[src/ffha_pkg.sv]
package ffha_pkg;

  localparam int FREE_SLOTS_DEF   = 16;
  localparam int ADDR_BITS_DEF    = 32;
  localparam int WORD_BYTES_DEF   = 8;
  localparam int HEADER_BYTES_DEF = 24;

  localparam int ADDR_W   = 32;
  localparam int SIZE_W   = 31;
  localparam int STATUS_W = 3;
  localparam int CFG_IDX_W = 1;
  localparam int S_DATA_W = 96;
  localparam int M_DATA_W = 32;

  localparam logic [ADDR_W-1:0] HEAP_START_RST = 32'd4096;
  localparam logic [ADDR_W-1:0] HEAP_END_RST   = 32'hFFFF_FFFF;

  localparam logic [CFG_IDX_W-1:0] REG_HEAP_START = 1'd0;
  localparam logic [CFG_IDX_W-1:0] REG_HEAP_END   = 1'd1;

  localparam logic OP_ALLOC = 1'b0;
  localparam logic OP_FREE  = 1'b1;

  localparam logic [STATUS_W-1:0] ST_REUSED  = 3'd0;
  localparam logic [STATUS_W-1:0] ST_GROWN   = 3'd1;
  localparam logic [STATUS_W-1:0] ST_FREED   = 3'd2;
  localparam logic [STATUS_W-1:0] ST_NULL    = 3'd3;
  localparam logic [STATUS_W-1:0] ST_FULL    = 3'd4;
  localparam logic [STATUS_W-1:0] ST_NOSPACE = 3'd5;

  typedef struct packed {
    logic [ADDR_W-1:0] addr;
    logic [SIZE_W-1:0] size;
  } entry_t;

endpackage

[src/first_fit_heap_allocator.sv]
// first-fit heap allocator with a bump pointer
// s_* channel: one request per transfer; s_tuser selects allocate (0) or free (1),
// s_tdata carries the request size, the freed block address and its header size.
// m_* channel: exactly one result per request, result address in m_tdata and
// status in m_tuser (reused, grown, freed, null ignored, list full, no space).
// cfg_* channel: register writes (0 heap_start, 1 heap_end), accepted every cycle;
// only to be used while no request is in flight.
// the free list sits in a single-port-write, single-port-read synchronous memory.
// a free goes from acceptance through the done state to its result. an allocate
// passes the quotient and need states, then the scan state (skipped when the list
// is empty), which examines the list newest to oldest with one memory read per
// cycle; a reused block passes the shift state if newer entries must move down
// one slot as it leaves the list, growing the heap or finding no space passes
// the grow state, and both end in the done state. a request is taken only between
// requests; a finished result is parked in the output register, so the next
// request is accepted while the receiver stalls, and its own result waits until
// the output register is free. reset empties the list, unstarts the heap and
// loads the register defaults; no clearing pass is needed.
module first_fit_heap_allocator #(
  parameter int FREE_SLOTS   = ffha_pkg::FREE_SLOTS_DEF,
  parameter int ADDR_BITS    = ffha_pkg::ADDR_BITS_DEF,
  parameter int WORD_BYTES   = ffha_pkg::WORD_BYTES_DEF,
  parameter int HEADER_BYTES = ffha_pkg::HEADER_BYTES_DEF
) (
  input  logic                             clk,
  input  logic                             rst,
  input  logic                             s_tvalid,
  output logic                             s_tready,
  // request_size, block_address, header_size, zero pad
  input  logic [ffha_pkg::S_DATA_W-1:0]    s_tdata,
  // operation
  input  logic [0:0]                       s_tuser,
  output logic                             m_tvalid,
  input  logic                             m_tready,
  // result_address
  output logic [ffha_pkg::M_DATA_W-1:0]    m_tdata,
  // status
  output logic [ffha_pkg::STATUS_W-1:0]    m_tuser,
  input  logic                             cfg_valid,
  output logic                             cfg_ready,
  input  logic [ffha_pkg::CFG_IDX_W-1:0]   cfg_index,
  input  logic [ffha_pkg::ADDR_W-1:0]      cfg_data
);

  localparam int IW = (FREE_SLOTS > 1) ? $clog2(FREE_SLOTS) : 1;
  localparam int CW = $clog2(FREE_SLOTS + 1);
  localparam int MB = (ADDR_BITS > 32) ? 32 : ADDR_BITS;
  localparam logic [31:0] ADDR_MASK = 32'((64'd1 << MB) - 64'd1);
  localparam int RSH = 35;
  localparam logic [35:0] RECIP = 36'(((64'd1 << RSH) + WORD_BYTES - 1) / WORD_BYTES);

  localparam logic [2:0] S_IDLE  = 3'd0;
  localparam logic [2:0] S_QUOT  = 3'd1;
  localparam logic [2:0] S_NEED  = 3'd2;
  localparam logic [2:0] S_SCAN  = 3'd3;
  localparam logic [2:0] S_SHIFT = 3'd4;
  localparam logic [2:0] S_GROW  = 3'd5;
  localparam logic [2:0] S_DONE  = 3'd6;

  logic [2:0]  state;
  logic [CW-1:0] count;
  logic [IW-1:0] ptr;
  logic [31:0] heap_top;
  logic        started;
  logic [31:0] heap_start;
  logic [31:0] heap_end;
  logic [30:0] req;
  logic [31:0] quot;
  logic [31:0] need;
  logic [31:0] res_addr;
  logic [ffha_pkg::STATUS_W-1:0] res_status;

  ffha_pkg::entry_t mem [FREE_SLOTS];
  ffha_pkg::entry_t rdata;
  ffha_pkg::entry_t wdata;
  logic          mem_we;
  logic          mem_re;
  logic [IW-1:0] waddr;
  logic [IW-1:0] raddr;

  logic        accept;
  logic        in_op;
  logic [30:0] in_req;
  logic [31:0] in_addr;
  logic [30:0] in_size;
  logic        hit;
  logic        more_above;
  logic [31:0] rnd_x;
  logic [67:0] prod;
  logic [31:0] limit;
  logic [32:0] grow_len;
  logic [32:0] room;
  logic        no_space;

  assign s_tready  = (state == S_IDLE);
  assign cfg_ready = 1'b1;
  assign accept    = s_tvalid && s_tready;
  assign in_op     = s_tuser[0];
  assign in_req    = s_tdata[30:0];
  assign in_addr   = s_tdata[62:31];
  assign in_size   = s_tdata[93:63];

  assign hit        = ({1'b0, rdata.size} >= need);
  assign more_above = ((CW'(ptr) + CW'(1)) < count);
  assign rnd_x      = {1'b0, req} + 32'(WORD_BYTES - 1);
  assign prod       = {36'd0, rnd_x} * {32'd0, RECIP};
  assign limit      = (heap_end > ADDR_MASK) ? ADDR_MASK : heap_end;
  assign grow_len   = 33'(HEADER_BYTES) + {1'b0, need};
  assign room       = {1'b0, limit} - {1'b0, heap_top};
  assign no_space   = (heap_top > limit) || (room < grow_len);

  always_comb begin
    mem_we = 1'b0;
    waddr  = ptr - IW'(1);
    wdata  = rdata;
    mem_re = 1'b0;
    raddr  = ptr + IW'(1);
    case (state)
      S_IDLE: begin
        waddr = IW'(count);
        wdata = '{addr: in_addr, size: in_size};
        mem_we = accept && (in_op == ffha_pkg::OP_FREE) && (in_addr != '0)
                 && (count < CW'(FREE_SLOTS));
      end
      S_NEED: begin
        mem_re = (count != '0);
        raddr  = IW'(count - CW'(1));
      end
      S_SCAN: begin
        if (hit) begin
          mem_re = more_above;
        end else begin
          mem_re = (ptr != '0);
          raddr  = ptr - IW'(1);
        end
      end
      S_SHIFT: begin
        mem_we = 1'b1;
        mem_re = more_above;
      end
      default: begin
        mem_we = 1'b0;
      end
    endcase
  end

  always_ff @(posedge clk) begin
    if (mem_we) begin
      mem[waddr] <= wdata;
    end
    if (mem_re) begin
      rdata <= mem[raddr];
    end
  end

  always_ff @(posedge clk) begin
    if (rst) begin
      state      <= S_IDLE;
      count      <= '0;
      started    <= 1'b0;
      heap_top   <= '0;
      heap_start <= ffha_pkg::HEAP_START_RST;
      heap_end   <= ffha_pkg::HEAP_END_RST;
      m_tvalid   <= 1'b0;
    end else begin
      if (cfg_valid && cfg_ready) begin
        case (cfg_index)
          ffha_pkg::REG_HEAP_START: heap_start <= cfg_data;
          ffha_pkg::REG_HEAP_END:   heap_end   <= cfg_data;
          default: ;
        endcase
      end
      if (m_tvalid && m_tready && (state != S_DONE)) begin
        m_tvalid <= 1'b0;
      end
      case (state)
        S_IDLE: begin
          if (accept) begin
            req      <= in_req;
            res_addr <= '0;
            if (in_op == ffha_pkg::OP_ALLOC) begin
              if (!started) begin
                heap_top <= heap_start & ADDR_MASK;
                started  <= 1'b1;
              end
              state <= S_QUOT;
            end else begin
              if (in_addr == '0) begin
                res_status <= ffha_pkg::ST_NULL;
              end else if (count >= CW'(FREE_SLOTS)) begin
                res_status <= ffha_pkg::ST_FULL;
              end else begin
                res_status <= ffha_pkg::ST_FREED;
                count      <= count + CW'(1);
              end
              state <= S_DONE;
            end
          end
        end
        S_QUOT: begin
          quot  <= prod[RSH+31:RSH];
          state <= S_NEED;
        end
        S_NEED: begin
          need <= 32'(quot * 32'(WORD_BYTES));
          ptr  <= IW'(count - CW'(1));
          state <= (count != '0) ? S_SCAN : S_GROW;
        end
        S_SCAN: begin
          if (hit) begin
            res_addr   <= rdata.addr;
            res_status <= ffha_pkg::ST_REUSED;
            if (more_above) begin
              ptr   <= ptr + IW'(1);
              state <= S_SHIFT;
            end else begin
              count <= count - CW'(1);
              state <= S_DONE;
            end
          end else if (ptr == '0) begin
            state <= S_GROW;
          end else begin
            ptr <= ptr - IW'(1);
          end
        end
        S_SHIFT: begin
          if (more_above) begin
            ptr <= ptr + IW'(1);
          end else begin
            count <= count - CW'(1);
            state <= S_DONE;
          end
        end
        S_GROW: begin
          if (no_space) begin
            res_status <= ffha_pkg::ST_NOSPACE;
          end else begin
            res_status <= ffha_pkg::ST_GROWN;
            res_addr   <= heap_top + 32'(HEADER_BYTES);
            heap_top   <= 32'({1'b0, heap_top} + grow_len);
          end
          state <= S_DONE;
        end
        S_DONE: begin
          if (!m_tvalid || m_tready) begin
            m_tvalid <= 1'b1;
            m_tdata  <= res_addr;
            m_tuser  <= res_status;
            state    <= S_IDLE;
          end
        end
        default: begin
          state <= S_IDLE;
        end
      endcase
    end
  end

endmodule

[config.mk]
export PLATFORM = sky130hd
export DESIGN_NAME = first_fit_heap_allocator
export DESIGN_NICKNAME = d
export VERILOG_FILES = /design/src/ffha_pkg.sv /design/src/first_fit_heap_allocator.sv
export SDC_FILE = /design/constraint.sdc
export NUM_CORES = 2
export LEC_CHECK = 0
export ABC_AREA = 1
export BUFFER_PORTS_ARGS = -buffer_cell sky130_fd_sc_hd__buf_2
export CAP_MARGIN = 20
export CELL_PAD_IN_SITES_DETAIL_PLACEMENT = 1
export CELL_PAD_IN_SITES_GLOBAL_PLACEMENT = 1
export CORE_ASPECT_RATIO = 0.6
export CORE_UTILIZATION = 55
export CTS_CLUSTER_SIZE = 16
export DETAILED_ROUTE_END_ITERATION = 10
export PLACE_DENSITY = 0.92
export SLEW_MARGIN = 20
export SYNTH_ARGS = -nofsm -noshare
export SYNTH_HDL_FRONTEND = slang
export SYNTH_SLANG_ARGS = --single-unit
export TNS_END_PERCENT = 10
[constraint.sdc]
create_clock -name clk -period 18.5 [get_ports clk]
set_input_delay 1.85 -clock clk [delete_from_list [all_inputs] [get_ports clk]]
set_output_delay 1.85 -clock clk [all_outputs]
set_load 0.02 [all_outputs]
==> metrics.txt <==
Sw Share=43.4%; CTS tree=built; cell area after synthesis=60,500 um^2; Critical Path Fanout Max=44; Post CTS Setup Buffer Count=0; sequential fraction of design power=36.8%; Clk Latency, worst-skew pair=780 ps; cell area after layout=66,700 um^2; DP HPWL=125 mm; Site Rows=just over 90; Synth Warn #=0; synthesized net count=approximately 5,400; pwr dens=189 nW/um^2; I/O Pins=173; H-tree depth=3; Max VDD drop=between 0.15 and 0.2 mV; clock sink count=1,340; outcome=completed; sequential standard cell area=slightly below 40,000 um^2; RSZ-0062 raised after global routing=no; GRT Util Overall=36.5%; crit path DAT=7550 ps; nets=roughly 5,600; #FFs+latches synth=1,340; Routed wire per std cell=approximately 30 um; Initial Util=55.9%; Yosys top cell by area=edfxtp_1; placed inst area=62,700 um^2; initial antenna violation count=6; share of the synthesized area in the top cell type=61.2%; Resize count post-CTS=0; DRT iter0 DRCs=about 5,600; reg2reg path depth=26; maximum clock path buffer count=3; final period demand of the worst path=6830 ps; most common cell in the netlist=edfxtp_1; Power Internal=roughly 7.1 mW; vias=~44,000; IO Port Bufs=around 170; skew final=roughly 44 ps; most common flop cell mapped by yosys=edfxtp_1; max cap viols=0; Lkg Pwr=about 26 nW; Synth Area per Inst=11.7 um^2; Hold Path Class=flip-flop to flip-flop; Synth top cells by count=edfxtp_1, nand2_1, nand3_1; die area=111,000 um^2; Clock power frac=19.9%; sequential area share after synthesis=between 60% and 70%; Worst-Margin Slew=~1300 ps; worst hold stages=0; Final Core Density=61.6%; number of synthesized flops with an enable pin=1,234; aggregate global routing overflow=0; area of the multi-input gates=19,500 um^2; iteration count of the initial detailed-routing pass=8; Final setup viols=0; ys async rst share=0%; antenna-violating nets left=0; pin count of the biggest net entering global routing=about 160; Hold Fails Final Rpt=0; Worst setup SP type=flip-flop; CTS buffer count=about 120; vias in the first global route=~46,000; cts hold-fix bufs=0; Residual DRC=0; largest cells by area after synthesis=edfxtp_1, mux2i_1, nand2_1; layout cells sized above 1=around 8.9%; Sw Pwr=5.49 mW; maximum clock rate=approximately 150 MHz; CTS Root Cell=clkbuf_16; Via density=6.45; Die Ht=259 um; Die Wd=about 430 um; Layout fillers=roughly 11,000; worst endpoint required time=19,210 ps; first-pass GRT wire length=299 mm; Clock transition at path regs=80 ps; P&R area growth vs syn=10.2%; slew margin rel.=14.8%; Routability Congestion=0.973; Final period util=around 37%; Syn Inst Count=5,181; Setup Crit Path Kind=flip-flop to flip-flop; setup_tns=0 ps; core area=108,000 um^2; combinational fraction of design power=roughly 43%; Synth cell types=56; Setup crit end kind=flip-flop; Final Slew Violations=0; DRT Wirelength=206 mm
## final cells by class
cell class | instances | share of cell area [%]
Tap cell | 1425 | 2.67
Sequential cell | 1340 | 58.7
Clock inverter | 69 | 0.880
Inverter | 259 | 1.47
Timing Repair Buffer | 234 | 2.19
Clock buffer | 153 | 4.84
Antenna cell | 1 | 0.00375
Multi-Input combinational cell | 3342 | 29.2
## worst max-delay path, cell delays in order (launching register included)
cell and delay [ps]:
dfxtp_1 420, inv_1 140, ha_1 410, nand2_1 140, nor2_1 160, inv_1 70
nor3_1 130, inv_1 110, nor4_1 940, a21oi_1 320, o21ai_0 760, a21oi_1 220
xnor2_1 230, ha_1 300, nand3_1 90, inv_1 110, nand2_1 190, nor4_1 220
nand2_1 150, nand2_1 90, nand2_1 80, nand2_2 90, buf_4 450, nand2_2 460
nand2_1 190, nand2_1 70, nor2_1 140
## cells by family after synthesis
group	share of synthesized area, %
AOI/OAI and AO/OA	3.55
xor gates and xnor gates	1.34
adders and majority gates	2.66
buffers and inverters	3.52
DFF	64.7
muxes	8.37
other	0.00620
and+or+nand+nor	15.8
## state kept, by name (all words and copies together) (netlist names)
signal,flops
count,5
heap_end,32
heap_start,32
heap_top,32
m_tdata,32
m_tuser,3
m_tvalid,1
mem,1008
need,29
ptr,4
quot,29
rdata,63
req,31
res_addr,32
res_status,3
started,1
state,3
## worst paths after layout
check	slack, ps	from	endpoint
setup / recovery	11670	heap_top[12]	heap_top[31]
hold / removal	410	quot[3]	need[6]
setup reg to reg	11670	heap_top[12]	heap_top[31]
hold reg to reg	410	quot[3]	need[6]
## metal layers
metal / GRT usage (%) / share of wire [%] / vias up / wire length [um]
li1: - / - / 18700 / -
met1: 47.3 / 38 / 22200 / 78300
met2: 58.1 / 46 / 2593 / 94900
met3: 10.2 / 11 / 567 / 23000
met4: 15.4 / 4.8 / 6 / 9950
met5: 0 / 0.022 / - / 46
## power groups by stage
stage | Combinational (mW) | Clock (mW) | Sequential (mW)
after floorplan | 3.44 | 0 | 4.56
after global placement | 4.77 | 0 | 4.64
after detailed placement | 5.20 | 0 | 4.70
after CTS | 5.30 | 2.51 | 4.64
after global routing | 5.79 | 2.61 | 4.67
final | 5.47 | 2.52 | 4.65
## per-stage QoR
step / instances / hold WS (ps) / power, mW / setup slack, ps
2_1_floorplan: 5181 / 400 / 8.00 / 12410
3_3_place_gp: 6595 / 404 / 9.42 / 12600
3_5_place_dp: 6596 / 409 / 9.90 / 12430
4_1_cts: 6818 / 415 / 12.5 / 12320
5_1_grt: 6823 / 416 / 13.1 / 11570
6_report: 6823 / 413 / 12.6 / 11670
## placed cells by master (no fill, tap or decap), types with 57 or more instances in the layout
cell | Yosys | routed
a21oi_1 | 161 | 161
buf_2 | 105 | 169
clkbuf_16 | 0 | 122
dfxtp_1 | 106 | 106
edfxtp_1 | 1234 | 1234
ha_1 | 127 | 127
inv_1 | 243 | 243
mux2i_1 | 506 | 506
nand2_1 | 1210 | 1208
nand3_1 | 627 | 626
nor2_1 | 233 | 216
o21ai_0 | 153 | 152
xor2_1 | 63 | 57
(Power assumes the default switching activity.)
